<file path="config.mk">
export PLATFORM = sky130hd
export DESIGN_NAME = ppd_csr
export DESIGN_NICKNAME = d
export VERILOG_FILES = /design/src/rtl/core/ppd_pkg.sv /design/src/rtl/core/ppd_csr.sv
export SDC_FILE = /design/constraint.sdc
export NUM_CORES = 1
export LEC_CHECK = 0
export BUFFER_PORTS_ARGS = -buffer_cell sky130_fd_sc_hd__buf_2
export CAP_MARGIN = 20
export CELL_PAD_IN_SITES_DETAIL_PLACEMENT = 1
export CELL_PAD_IN_SITES_GLOBAL_PLACEMENT = 1
export CORE_MARGIN = 5
export CORE_UTILIZATION = 35
export CTS_CLUSTER_DIAMETER = 30
export CTS_CLUSTER_SIZE = 28
export DETAILED_ROUTE_END_ITERATION = 10
export PLACE_DENSITY = 0.77
export SYNTH_ARGS = -nofsm -noshare
export SYNTH_HDL_FRONTEND = slang
export SYNTH_SLANG_ARGS = --single-unit
</file>
<file path="constraint.sdc">
create_clock -name clock -period 1.1 [get_ports clock]
set_clock_uncertainty 0.05 [all_clocks]
set_input_delay 0 -clock clock [delete_from_list [all_inputs] [get_ports clock]]
set_output_delay 0 -clock clock [all_outputs]
set_load 0.01 [all_outputs]
</file>
<file path="src/rtl/core/ppd_pkg.sv">
package ppd_pkg;

   // Field widths
   localparam int unsigned COORD_W  = 32;
   localparam int unsigned INDEX_W  = 16;
   localparam int unsigned THRESH_W = 31;
   localparam int unsigned PROD_W   = 2 * COORD_W;
   // Product after the arithmetic shift by 16
   localparam int unsigned FRAC_W   = 16;
   localparam int unsigned TERM_W   = PROD_W - FRAC_W;
   // Sum of three terms and the offset
   localparam int unsigned SUM_W    = TERM_W + 2;
   // Coordinate minus correction
   localparam int unsigned DIFF_W   = TERM_W + 1;

   // Register map, word index within the port
   localparam int unsigned CSR_ADDR_W = 5;
   localparam logic [2:0] REG_COEF_A    = 3'd0;
   localparam logic [2:0] REG_COEF_B    = 3'd1;
   localparam logic [2:0] REG_COEF_C    = 3'd2;
   localparam logic [2:0] REG_COEF_D    = 3'd3;
   localparam logic [2:0] REG_THRESHOLD = 3'd4;

   // Register reset values
   localparam logic [COORD_W-1:0]  COEF_A_RESET    = 32'h0000_0000;
   localparam logic [COORD_W-1:0]  COEF_B_RESET    = 32'h0000_0000;
   localparam logic [COORD_W-1:0]  COEF_C_RESET    = 32'h0001_0000;
   localparam logic [COORD_W-1:0]  COEF_D_RESET    = 32'h0000_0000;
   localparam logic [THRESH_W-1:0] THRESHOLD_RESET = 31'h0000_0000;

   localparam logic [COORD_W-1:0]  S32_MAX = 32'h7FFF_FFFF;
   localparam logic [COORD_W-1:0]  S32_MIN = 32'h8000_0000;
   localparam logic [THRESH_W-1:0] U31_MAX = 31'h7FFF_FFFF;

   typedef struct packed {
      logic [COORD_W-1:0]  coef_a;
      logic [COORD_W-1:0]  coef_b;
      logic [COORD_W-1:0]  coef_c;
      logic [COORD_W-1:0]  coef_d;
      logic [THRESH_W-1:0] distance_threshold;
   } plane_cfg_type;

   typedef struct packed {
      logic [INDEX_W-1:0] index;
      logic [COORD_W-1:0] x;
      logic [COORD_W-1:0] y;
      logic [COORD_W-1:0] z;
   } point_type;

   // Scored point on its way to the projection stages
   typedef struct packed {
      point_type           pt;
      logic [COORD_W-1:0]  sd;
      logic [THRESH_W-1:0] abs_distance;
      logic                is_inlier;
      logic                is_outlier;
   } score_type;

   typedef struct packed {
      logic [INDEX_W-1:0]  index_out;
      logic [THRESH_W-1:0] abs_distance;
      logic                is_inlier;
      logic                is_outlier;
      logic [COORD_W-1:0]  proj_x;
      logic [COORD_W-1:0]  proj_y;
      logic [COORD_W-1:0]  proj_z;
   } result_type;

   // Clamp a wide signed value to the signed 32-bit range
   function automatic logic [COORD_W-1:0] sat32(input logic [SUM_W-1:0] v);
      logic [COORD_W-1:0] r;
      if (v[SUM_W-1:COORD_W-1] == {(SUM_W-COORD_W+1){v[SUM_W-1]}}) begin
         r = v[COORD_W-1:0];
      end else if (v[SUM_W-1]) begin
         r = S32_MIN;
      end else begin
         r = S32_MAX;
      end
      return r;
   endfunction

endpackage

</file>
<file path="src/rtl/core/ppd_csr.sv">
module ppd_csr (
   input  logic                                   clock,
   input  logic                                   reset,
   input  logic                                   csr_psel,
   input  logic                                   csr_penable,
   input  logic                                   csr_pwrite,
   input  logic [ppd_pkg::CSR_ADDR_W-1:0]         csr_paddr,
   input  logic [31:0]                            csr_pwdata,
   output logic [31:0]                            csr_prdata,
   output logic                                   csr_pready,
   output ppd_pkg::plane_cfg_type                 cfg
);

   ppd_pkg::plane_cfg_type cfg_ff;
   logic                   wr_en;
   logic [2:0]             reg_sel;

   assign csr_pready = 1'b1;
   assign wr_en      = csr_psel & csr_penable & csr_pwrite & csr_pready;
   assign reg_sel    = csr_paddr[4:2];
   assign cfg        = cfg_ff;

   // Write the addressed register on the access phase; drop unknown addresses
   always_ff @(posedge clock) begin
      if (reset) begin
         cfg_ff.coef_a             <= ppd_pkg::COEF_A_RESET;
         cfg_ff.coef_b             <= ppd_pkg::COEF_B_RESET;
         cfg_ff.coef_c             <= ppd_pkg::COEF_C_RESET;
         cfg_ff.coef_d             <= ppd_pkg::COEF_D_RESET;
         cfg_ff.distance_threshold <= ppd_pkg::THRESHOLD_RESET;
      end else if (wr_en) begin
         case (reg_sel)
            ppd_pkg::REG_COEF_A: cfg_ff.coef_a <= csr_pwdata;
            ppd_pkg::REG_COEF_B: cfg_ff.coef_b <= csr_pwdata;
            ppd_pkg::REG_COEF_C: cfg_ff.coef_c <= csr_pwdata;
            ppd_pkg::REG_COEF_D: cfg_ff.coef_d <= csr_pwdata;
            ppd_pkg::REG_THRESHOLD: begin
               cfg_ff.distance_threshold <= csr_pwdata[ppd_pkg::THRESH_W-1:0];
            end
            default: ;
         endcase
      end
   end

   // Read back the addressed register
   always_comb begin
      case (reg_sel)
         ppd_pkg::REG_COEF_A:    csr_prdata = cfg_ff.coef_a;
         ppd_pkg::REG_COEF_B:    csr_prdata = cfg_ff.coef_b;
         ppd_pkg::REG_COEF_C:    csr_prdata = cfg_ff.coef_c;
         ppd_pkg::REG_COEF_D:    csr_prdata = cfg_ff.coef_d;
         ppd_pkg::REG_THRESHOLD: csr_prdata = {1'b0, cfg_ff.distance_threshold};
         default:                csr_prdata = '0;
      endcase
   end

endmodule

</file>
# After elaboration in Yosys (flattened, before gate mapping)
# Index checks and enable logic that the tools add are counted.
# W data, S select, Z words.
# word_totals
ff_bits	159
in_bits	42
out_inout_bits	192
word_cells	18
# op_classes
eq_ne	4
muxes	1
n_bitwise	2
n_reduce_logical	6
# ops
operator	n
$pmux W32 S5	1
$reduce_and A2 Y1	5
$eq A3 B2 Y1 const B	2
$eq A3 B1 Y1 const B	1
$eq A3 B3 Y1 const B	1
$logic_not A3 Y1	1
$and A1 B1 Y1	2

# Depth between registers and ports, before layout
# Gate-level depths: netlist (run 1).
# depth
word_depth	3
ltp_mapped	6
mapped_depth_nobuf	3

# Worst setup path after synthesis (run 1)
# Ideal clock, no wire load.
# synth_path
path_kind	input to register
start	input port csr_paddr[2] (netlist bit)
end	register cfg_ff (netlist bit cfg[135])
setup_ns	0.072
arrival_time_ns	1.033
required_ns	0.978
path_slack_ns	-0.055
cell_stages	6
n_path_buf	4
path_cell_list	buf_2 buf_4 nor3_1 buf_4 buf_4 mux2i_1
# synth_between
elab_chain_len	2
# synth_rtl
element	line	source
from (decl)	ppd_csr.sv:7	input logic [ppd_pkg::CSR_ADDR_W-1:0] csr_paddr,
$logic_not A3 Y1	ppd_csr.sv:32	case (reg_sel)
$reduce_and A2 Y1 (no line)	n/a	
to (decl)	ppd_csr.sv:14	ppd_pkg::plane_cfg_type cfg_ff;
# No other way between the ends.
# A chain may end at the register's enable or synchronous reset.

# Worst setup path in the final report (run 1)
# layout_path
start	register cfg_ff (netlist bit cfg[62])
end	output port csr_prdata[31]
# layout_between
elab_chain_len	1
# layout_rtl
element	line	source
$pmux W32 S5	ppd_csr.sv:47	case (reg_sel)
to (decl)	ppd_csr.sv:9	output logic [31:0] csr_prdata,
# No other way between the ends.

==> results.json, run 1 <==
{
  "status": "finished with violations",
  "violations": "negative setup slack",
  "criticalPathCategory": "reg -> out",
  "max_freq_mhz": 647,
  "r2r_start": "cfg[67]$_SDFFE_PP0P_",
  "syn_area_um2": 7460,
  "synth_top_area_cell": "dfxtp_1",
  "largest_reg_flops": 159,
  "grt_pass1_wl_um": 43300,
  "finalCriticalPeriod_ns": 1.54,
  "clkLatencyLatePin_ns": 0.41,
  "route.detailed.drc": 0,
  "grt_pass1_vias": 7741,
  "globalplace.congestion": 0.829,
  "vias_per_cell": 5.24,
  "initial_core_util": 0.355,
  "combPwrFrac": 0.090,
  "cp.required_ns": 1.05,
  "clockRootBuffer": "clkbuf_16",
  "postSynthCellCount": 753,
  "use_met1": 0.275,
  "antenna_found_initial": 3,
  "core_area_um2": 21000,
  "portBuffers": 230,
  "reg2regPathDepth": 5,
  "crit_end": "csr_prdata[31]",
  "r2r_end": "cfg[67]$_SDFFE_PP0P_",
  "maxSlewViolCount": 0,
  "io_pins": 234,
  "internal_power_mw": 9.95,
  "grtUsageMet3": 0.0494,
  "grt_use_met2": 0.401,
  "drt.antenna.violating_nets": 0,
  "final_cell_mix": "buf_2, nand2b_1, mux2i_1, dfxtp_1, buf_4",
  "timing.final.hold_violations": 0,
  "power_mw": 13.0,
  "cts_buffers": 17,
  "cts_tree": "yes",
  "cts_buffer_depth": 2,
  "wl_um": 28800,
  "drive_above_1_share": 0.462,
  "min-delay-start": "reset",
  "dieArea_um2": 24300,
  "netlist_top_cells_area": "dfxtp_1, mux2i_1, nand2b_1, a22oi_1, mux2_2",
  "busiest_layer": "met2",
  "drt-pass1-iter-count": 5,
  "gr-usage-all-layers": 0.227,
  "via_count": 7151,
  "fillers": 2342,
  "ys_types": 30,
  "cts_sinks": 159,
  "reg2reg_slack_ns": 0.03,
  "critPathLaunchType": "flop",
  "crit_fanout": 2,
  "yosysWarnings": 0,
  "power_frac_seq": 0.449,
  "final-setup-viol-count": 34,
  "synth_seq_area_share": 0.427,
  "avgRoutedWirePerCell_um": 21.1,
  "overflow": 0,
  "cp-startpoint": "cfg[62]$_SDFFE_PP0P_",
  "synth_fp_nets": 795,
  "die_x_um": 156,
  "synth_top_area_share": 0.427,
  "end_kind": "output port",
  "grt_max_degree": 69,
  "grt_setup_unrepaired": "yes",
  "maxCapViolCount": 0,
  "final_common_cell": "buf_2",
  "p_sw_mw": 3.05,
  "num_rows": 53,
  "crit_arrival_ns": 1.49,
  "hpwlAfterDp_um": 19200,
  "switching_share": 0.235,
  "clock_power_share": 0.461,
  "hold_path_class": "in -> reg",
  "tns_ns": -10.50,
  "power_density_nw_per_um2": 1180,
  "vdd_drop_max_v": 0.00103,
  "htreeDepth": 4,
  "dieHeight_um": 156,
  "area_growth_pct": 47.3,
  "ys_ff_latch": 159,
  "nNetsFinal": 1117,
  "syn-mean-instance-area_um2": 9.90,
  "clkTransAtPathRegs_ns": 0.07,
  "min_period_over_period": 1.40,
  "p_leak_nw": 5.33,
  "setup_slack_ns": -0.445,
  "drt_iter0_drc": 357
}
area by class of cell:
type	count	area [um^2]	area share
antenna	2	5.00	0.000456
tap	275	344	0.0313
sequential	159	3260	0.297
clock buffer	21	450	0.0410
timing repair buffer	373	2540	0.231
clock inverter	11	140	0.0128
multi-input combinational	524	4250	0.387
worst max-delay path, cell delays in order, from the launching register on:
cell and delay (ns):
dfxtp_2 0.32, mux4_2 0.49, nor2b_4 0.15, buf_6 0.12
synthesized netlist by cell type:
master and n:
nand2b_1 160, dfxtp_1 159, mux2i_1 130, a22oi_1 60, o21ai_0 59, clkbuf_1 44, nor2b_1 34, mux2_2 30
o22ai_1 30, buf_2 14, buf_4 7, o21ai_1 4, buf_1 3, buf_6 2, nor2_1 2, and3_1 1
and4b_1 1, conb_1 1, mux4_2 1, nand2_1 1, nand3_1 1, nand3_2 1, nand3b_1 1, nand4b_4 1
nor2_2 1, nor3_1 1, nor3b_2 1, o21a_1 1, o2bb2ai_1 1, or2_1 1
metal layers:
metal | vias up | share of wire
li1 | 3306 | -
met1 | 3558 | 0.42
met2 | 239 | 0.50
met3 | 46 | 0.059
met4 | 2 | 0.020
met5 | - | 0.00035
per-stage QoR:
stage / cell area [um^2] / worst slack (ns) / cells / hold WS [ns] / util
2_1_floorplan: 7470 / -0.0269 / 753 / 0.108 / -
3_3_place_gp: 9460 / -0.166 / 1271 / 0.238 / 0.450
3_5_place_dp: 9460 / -0.213 / 1271 / 0.255 / 0.450
4_1_cts: 10800 / -0.460 / 1362 / 0.0770 / 0.516
5_1_grt: 11000 / -0.480 / 1365 / 0.108 / 0.523
6_report: 11000 / -0.445 / 1365 / 0.0913 / 0.523
how the worst min path moves through the flow:
| stage | endpoint | slack (ns) | depth (start not counted) |
|---|---|---|---|
| 2_1_floorplan | csr_prdata[31] | 0.11 | 2 |
| 3_3_place_gp | cfg[79]$_SDFFE_PP1P_ | 0.24 | 3 |
| 3_5_place_dp | cfg[79]$_SDFFE_PP1P_ | 0.25 | 3 |
| 4_1_cts | cfg[60]$_SDFFE_PP0P_ | 0.08 | 4 |
| 5_1_grt | cfg[121]$_SDFFE_PP0P_ | 0.11 | 4 |
| 6_report | cfg[122]$_SDFFE_PP0P_ | 0.09 | 4 |
repair_timing:
action                                  4_1_cts  5_1_grt
hold buffers                                 32        0
endpoints found under the hold margin       158        0
pin swaps                                    32       11
buffers inserted                             27        3
resized for setup                            96       42
endpoints found under the setup margin       33       43
cells by family (layout without fill, tap and decap cells):
group	count (synthesis)	in the layout	synth area share
flip-flops	159	159	0.427
other	1	3	0.000503
AND/OR/NAND/NOR	207	207	0.177
multiplexers	161	161	0.223
AO/OA/AOI/OAI	155	155	0.130
buffers and inverters	70	405	0.0431
power groups by stage:
| stage | registers, mW | clock network [mW] | logic (mW) |
|---|---|---|---|
| 2_1_floorplan | 5.98 | 0 | 0.516 |
| 3_3_place_gp | 5.96 | 0 | 0.989 |
| 3_5_place_dp | 5.97 | 0 | 1.01 |
| 4_1_cts | 5.84 | 6.10 | 1.14 |
| 5_1_grt | 5.84 | 6.36 | 1.23 |
| 6_report | 5.84 | 5.99 | 1.17 |
Power figures use the tool's default switching activity.
==> run 2, diff against run 1 <==
--- a/config.mk
+++ b/config.mk
@@ -9,6 +9,7 @@
 export CAP_MARGIN = 20
 export CELL_PAD_IN_SITES_DETAIL_PLACEMENT = 1
 export CELL_PAD_IN_SITES_GLOBAL_PLACEMENT = 1
+export CORE_ASPECT_RATIO = 1.1
 export CORE_MARGIN = 5
 export CORE_UTILIZATION = 35
 export CTS_CLUSTER_DIAMETER = 30
==> results.json, run 2 (same netlist as run 1, synthesis figures left out) <==
{
  "globalplace.congestion": 0.799,
  "status": "finished with violations",
  "critPathLaunchType": "flop",
  "drive_above_1_share": 0.462,
  "power_density_nw_per_um2": 1210,
  "p_leak_nw": 5.35,
  "final-setup-viol-count": 32,
  "clockRootBuffer": "clkbuf_16",
  "setup_slack_ns": -0.434,
  "route.detailed.drc": 0,
  "grt_pass1_vias": 7637,
  "clkTransAtPathRegs_ns": 0.07,
  "cts_buffer_depth": 2,
  "final_cell_mix": "buf_2, nand2b_1, mux2i_1, dfxtp_1, buf_4",
  "overflow": 0,
  "maxSlewViolCount": 0,
  "crit_fanout": 3,
  "initial_core_util": 0.352,
  "dieHeight_um": 163,
  "cpLargestDelayFamily": "multiplexers",
  "drt.antenna.violating_nets": 0,
  "crit_buf_inv": 1,
  "dieArea_um2": 24300,
  "num_rows": 56,
  "final_common_cell": "buf_2",
  "grt_setup_unrepaired": "yes",
  "die_x_um": 149,
  "core_area_um2": 21200,
  "timing.final.hold_violations": 0,
  "stdcell_area_um2": 11000,
  "clkLatencyLatePin_ns": 0.42,
  "largest_reg_flops": 159,
  "critPathSlowestCell": "mux4_2",
  "grt_pass1_wl_um": 43600,
  "fillers": 2382,
  "fin_util": 0.522,
  "reg2regPathDepth": 4,
  "grt_max_degree": 36,
  "wl_um": 28500,
  "cts_sinks": 159,
  "holdPathStages": 3,
  "gr-usage-all-layers": 0.230,
  "via_count": 7058,
  "post_dp_cell_area_um2": 9520,
  "fin_cells": 1374,
  "drt_iter0_drc": 272,
  "violations": "negative setup slack",
  "max_freq_mhz": 652,
  "nNetsFinal": 1113,
  "finalCriticalPeriod_ns": 1.53,
  "criticalPathCategory": "reg -> out",
  "portBuffers": 230,
  "cts_tree": "yes",
  "min_period_over_period": 1.39,
  "dp.cells": 1291,
  "cts_buffers": 17,
  "avgRoutedWirePerCell_um": 20.8,
  "vdd_drop_max_v": 0.00104,
  "antenna_found_initial": 1,
  "crit_cells": 3,
  "pre_cts_ws_ns": -0.211,
  "max_stage_delay_ns": 0.46,
  "crit_arrival_ns": 1.48,
  "maxCapViolCount": 0,
  "end_kind": "output port",
  "htreeDepth": 4,
  "path_cells": "mux4_2 > nor2b_4 > buf_6",
  "area_growth_pct": 48.0,
  "drt-pass1-iter-count": 4,
  "hold_path_class": "in -> reg",
  "io_pins": 234,
  "vias_per_cell": 5.14,
  "hpwlAfterDp_um": 19400,
  "cp.required_ns": 1.05
}
## run 2: worst min-delay path: cells and delay by family
| family | cells | cell delay [ns] |
|---|---|---|
| buffers and inverters | 1 | 0.19 |
| and+or+nand+nor | 1 | 0.23 |
| muxes | 1 | 0.10 |
## run 2: area by class of cell
class                           count  area [um^2]  share of cell area
Tap cell                          290          363              0.0329
Clock buffer                       18          429              0.0389
Antenna cell                        1         2.50            0.000227
Sequential cell                   159         3260               0.295
Multi-Input combinational cell    524         4260               0.386
Timing Repair Buffer              369         2540               0.230
Clock inverter                     13          188              0.0170
## run 2: worst paths after layout
path	from	endpoint	slack, ns
worst max register to register	cfg[67]$_SDFFE_PP0P_	cfg[67]$_SDFFE_PP0P_	0.15
worst min register to register	cfg[43]$_SDFFE_PP0P_	cfg[43]$_SDFFE_PP0P_	0.43
worst max-delay path	cfg[94]$_SDFFE_PP0P_	csr_prdata[31]	-0.43
worst min-delay path	reset	cfg[58]$_SDFFE_PP0P_	0.09
## run 2: timing repair
| action | CTS | global route |
|---|---|---|
| setup endpoints to repair | 34 | 49 |
| endpoints found under the hold margin | 159 | 0 |
| cloned | 0 | 0 |
| setup buffers | 18 | 5 |
| gates resized for setup | 95 | 43 |
| pin swaps | 24 | 9 |
| hold buffers | 32 | 0 |
## run 2: metrics by stage
stage               TNS (ns)  hold slack [ns]  total power [mW]
finish                -10.75           0.0886              13.3
global route          -12.62            0.102              13.7
CTS                   -11.47           0.0709              13.4
detailed placement    -14.15            0.254              6.97
global placement       -9.82            0.221              6.96
floorplan             -0.806            0.108              6.49
## run 2: power by group
| group | leakage, nW | internal (mW) | total [mW] | switching, mW |
|---|---|---|---|---|
| clock | 0.293 | 3.80 | 6.30 | 2.50 |
| combinational | 3.75 | 0.530 | 1.17 | 0.639 |
| sequential | 1.31 | 5.80 | 5.84 | 0.0357 |
## run 2: metal layers
metal,global-route usage,share of wire,vias up
met5,0,0.00046,-
met4,0.0782,0.024,2
met3,0.0558,0.056,53
met2,0.411,0.51,210
met1,0.268,0.41,3504
li1,-,-,3289
==> run 3, diff against run 2 <==
--- a/config.mk
+++ b/config.mk
@@ -16,6 +16,7 @@
 export CTS_CLUSTER_SIZE = 28
 export DETAILED_ROUTE_END_ITERATION = 10
 export PLACE_DENSITY = 0.77
+export SETUP_SLACK_MARGIN = 0.4
 export SYNTH_ARGS = -nofsm -noshare
 export SYNTH_HDL_FRONTEND = slang
 export SYNTH_SLANG_ARGS = --single-unit
==> results.json, run 3 (same netlist as run 1, synthesis figures left out) <==
{
  "min_period_over_period": 1.50,
  "end_kind": "output port",
  "wl_um": 36500,
  "final-setup-viol-count": 52,
  "grt_pass1_wl_um": 49500,
  "final_common_cell": "buf_6",
  "crit_arrival_ns": 1.60,
  "cts_tree": "yes",
  "area_growth_pct": 77.1,
  "drt-pass1-iter-count": 5,
  "power_frac_seq": 0.412,
  "route.detailed.drc": 0,
  "highest_layer": "met5",
  "via_count": 7795,
  "met3_length_um": 1840,
  "clkLatencyLatePin_ns": 0.43,
  "clkTransAtPathRegs_ns": 0.07,
  "globalplace.congestion": 0.826,
  "power_density_nw_per_um2": 1060,
  "fin_cells": 1419,
  "dieArea_um2": 24300,
  "drt-met1-wl_um": 13700,
  "nNetsFinal": 1155,
  "largest_reg_flops": 159,
  "hold_path_class": "in -> reg",
  "p_sw_mw": 3.46,
  "switching_share": 0.247,
  "combPwrFrac": 0.099,
  "status": "finished with violations",
  "timing.final.hold_violations": 19,
  "setup_slack_ns": -0.551,
  "drive_above_1_share": 0.623,
  "drt.antenna.violating_nets": 0,
  "avgRoutedWirePerCell_um": 25.7,
  "die_x_um": 149,
  "cts_hold_buf": 24,
  "maxSlewViolCount": 0,
  "cts_sinks": 159,
  "fin_util": 0.624,
  "violations": "negative hold slack, negative setup slack",
  "grt_setup_unrepaired": "yes",
  "criticalPathCategory": "reg -> out",
  "internal_power_mw": 10.5,
  "final_cell_mix": "buf_6, nand2b_1, mux2i_1, dfxtp_2, buf_2",
  "initial_core_util": 0.352,
  "cts_buffers": 17,
  "cp-startpoint": "cfg[88]$_SDFFE_PP0P_",
  "p_leak_nw": 5.88,
  "clock_power_share": 0.488,
  "finalCriticalPeriod_ns": 1.65,
  "antenna_found_initial": 2,
  "reg2reg_slack_ns": 0.01,
  "core_area_um2": 21200,
  "vias_per_cell": 5.49,
  "wl_met2_um": 19400,
  "cts_buffer_depth": 2,
  "r2r_end": "cfg[78]$_SDFFE_PP0P_",
  "min-delay-start": "csr_pwdata[15]",
  "overflow": 0,
  "gr-usage-all-layers": 0.264,
  "max_freq_mhz": 606,
  "dp.cells": 1301,
  "critPathLaunchType": "flop",
  "reg2regPathDepth": 6,
  "crit_fanout": 2,
  "grt_pass1_vias": 8513,
  "num_rows": 56,
  "io_pins": 234,
  "portBuffers": 230,
  "dieHeight_um": 163,
  "whs_ns": -0.0718,
  "maxCapViolCount": 0,
  "r2r_start": "cfg[78]$_SDFFE_PP0P_",
  "drt_iter0_drc": 382,
  "cp.required_ns": 1.05,
  "clockRootBuffer": "clkbuf_16",
  "grt_max_degree": 60,
  "htreeDepth": 4,
  "crit_end": "csr_prdata[25]",
  "vdd_drop_max_v": 0.00102,
  "hpwlAfterDp_um": 19900
}
## run 3: cell types whose count changed in the layout (fill, tap and decap cells not counted), sizes merged
cell,before,now
bufinv,4,5
diode,1,3
clkinv,4,3
clkinvlp,3,2
dlygate4sd3,32,24
clkbuf,18,22
buf,337,385
## run 3: area by class of cell
| type | count | area, um^2 |
|---|---|---|
| fillers | 2148 | 7950 |
| multi-input cells | 524 | 4560 |
| repair buffers | 411 | 4130 |
| flip-flops and latches | 159 | 3480 |
| clock buffers | 20 | 457 |
| well taps | 290 | 363 |
| clock inverters | 12 | 205 |
| diodes | 3 | 7.51 |
## run 3: power groups by stage
stage / sequential [mW] / combinational, mW / clock (mW)
after floorplan: 5.98 / 0.598 / 0
after global placement: 5.96 / 1.07 / 0
after detailed placement: 5.96 / 1.09 / 0
after CTS: 5.81 / 1.25 / 6.75
after global routing: 5.76 / 1.45 / 7.11
final: 5.76 / 1.39 / 6.82
## run 3: worst min path at each step
stage | to | slack [ns] | cells after the start
final | cfg[15]$_SDFFE_PP0P_ | -0.07 | 3
after global placement | cfg[79]$_SDFFE_PP1P_ | 0.22 | 3
after floorplan | csr_prdata[31] | 0.1 | 2
after detailed placement | cfg[79]$_SDFFE_PP1P_ | 0.23 | 3
after global routing | cfg[110]$_SDFFE_PP0P_ | -0.07 | 3
after CTS | cfg[57]$_SDFFE_PP0P_ | -0.09 | 3
## run 3: critical path: stages, from the launching register on
cell and delay [ns]:
dfxtp_2 0.34, mux2_4 0.28, a22oi_2 0.24, o22ai_2 0.14
buf_2 0.16
## run 3: timing repair
action                                 4_1_cts  5_1_grt
setup endpoints to repair                  345      350
pin swaps                                   13       25
endpoints found under the hold margin      159       17
gates cloned                                 0        2
buffers inserted                            17       40
resized for setup                          389      179
## run 3: stage by stage
| step | total power [mW] | hold WS [ns] | TNS [ns] | worst slack, ns | instance area [um^2] |
|---|---|---|---|---|---|
| 5_1_grt | 14.3 | -0.0732 | -15.27 | -0.590 | 13200 |
| 4_1_cts | 13.8 | -0.0891 | -11.63 | -0.449 | 12300 |
| 6_report | 14.0 | -0.0718 | -13.18 | -0.551 | 13200 |
| 3_3_place_gp | 7.03 | 0.217 | -12.32 | -0.171 | 9900 |
| 3_5_place_dp | 7.05 | 0.229 | -17.45 | -0.191 | 9900 |
| 2_1_floorplan | 6.57 | 0.0989 | 0 | 0.0340 | 7870 |
## run 3: layer usage
layer | vias to the layer above | global-route usage
met5 | - | 0
met4 | 2 | 0.105
met3 | 120 | 0.0647
met2 | 351 | 0.480
met1 | 3932 | 0.294
li1 | 3390 | -
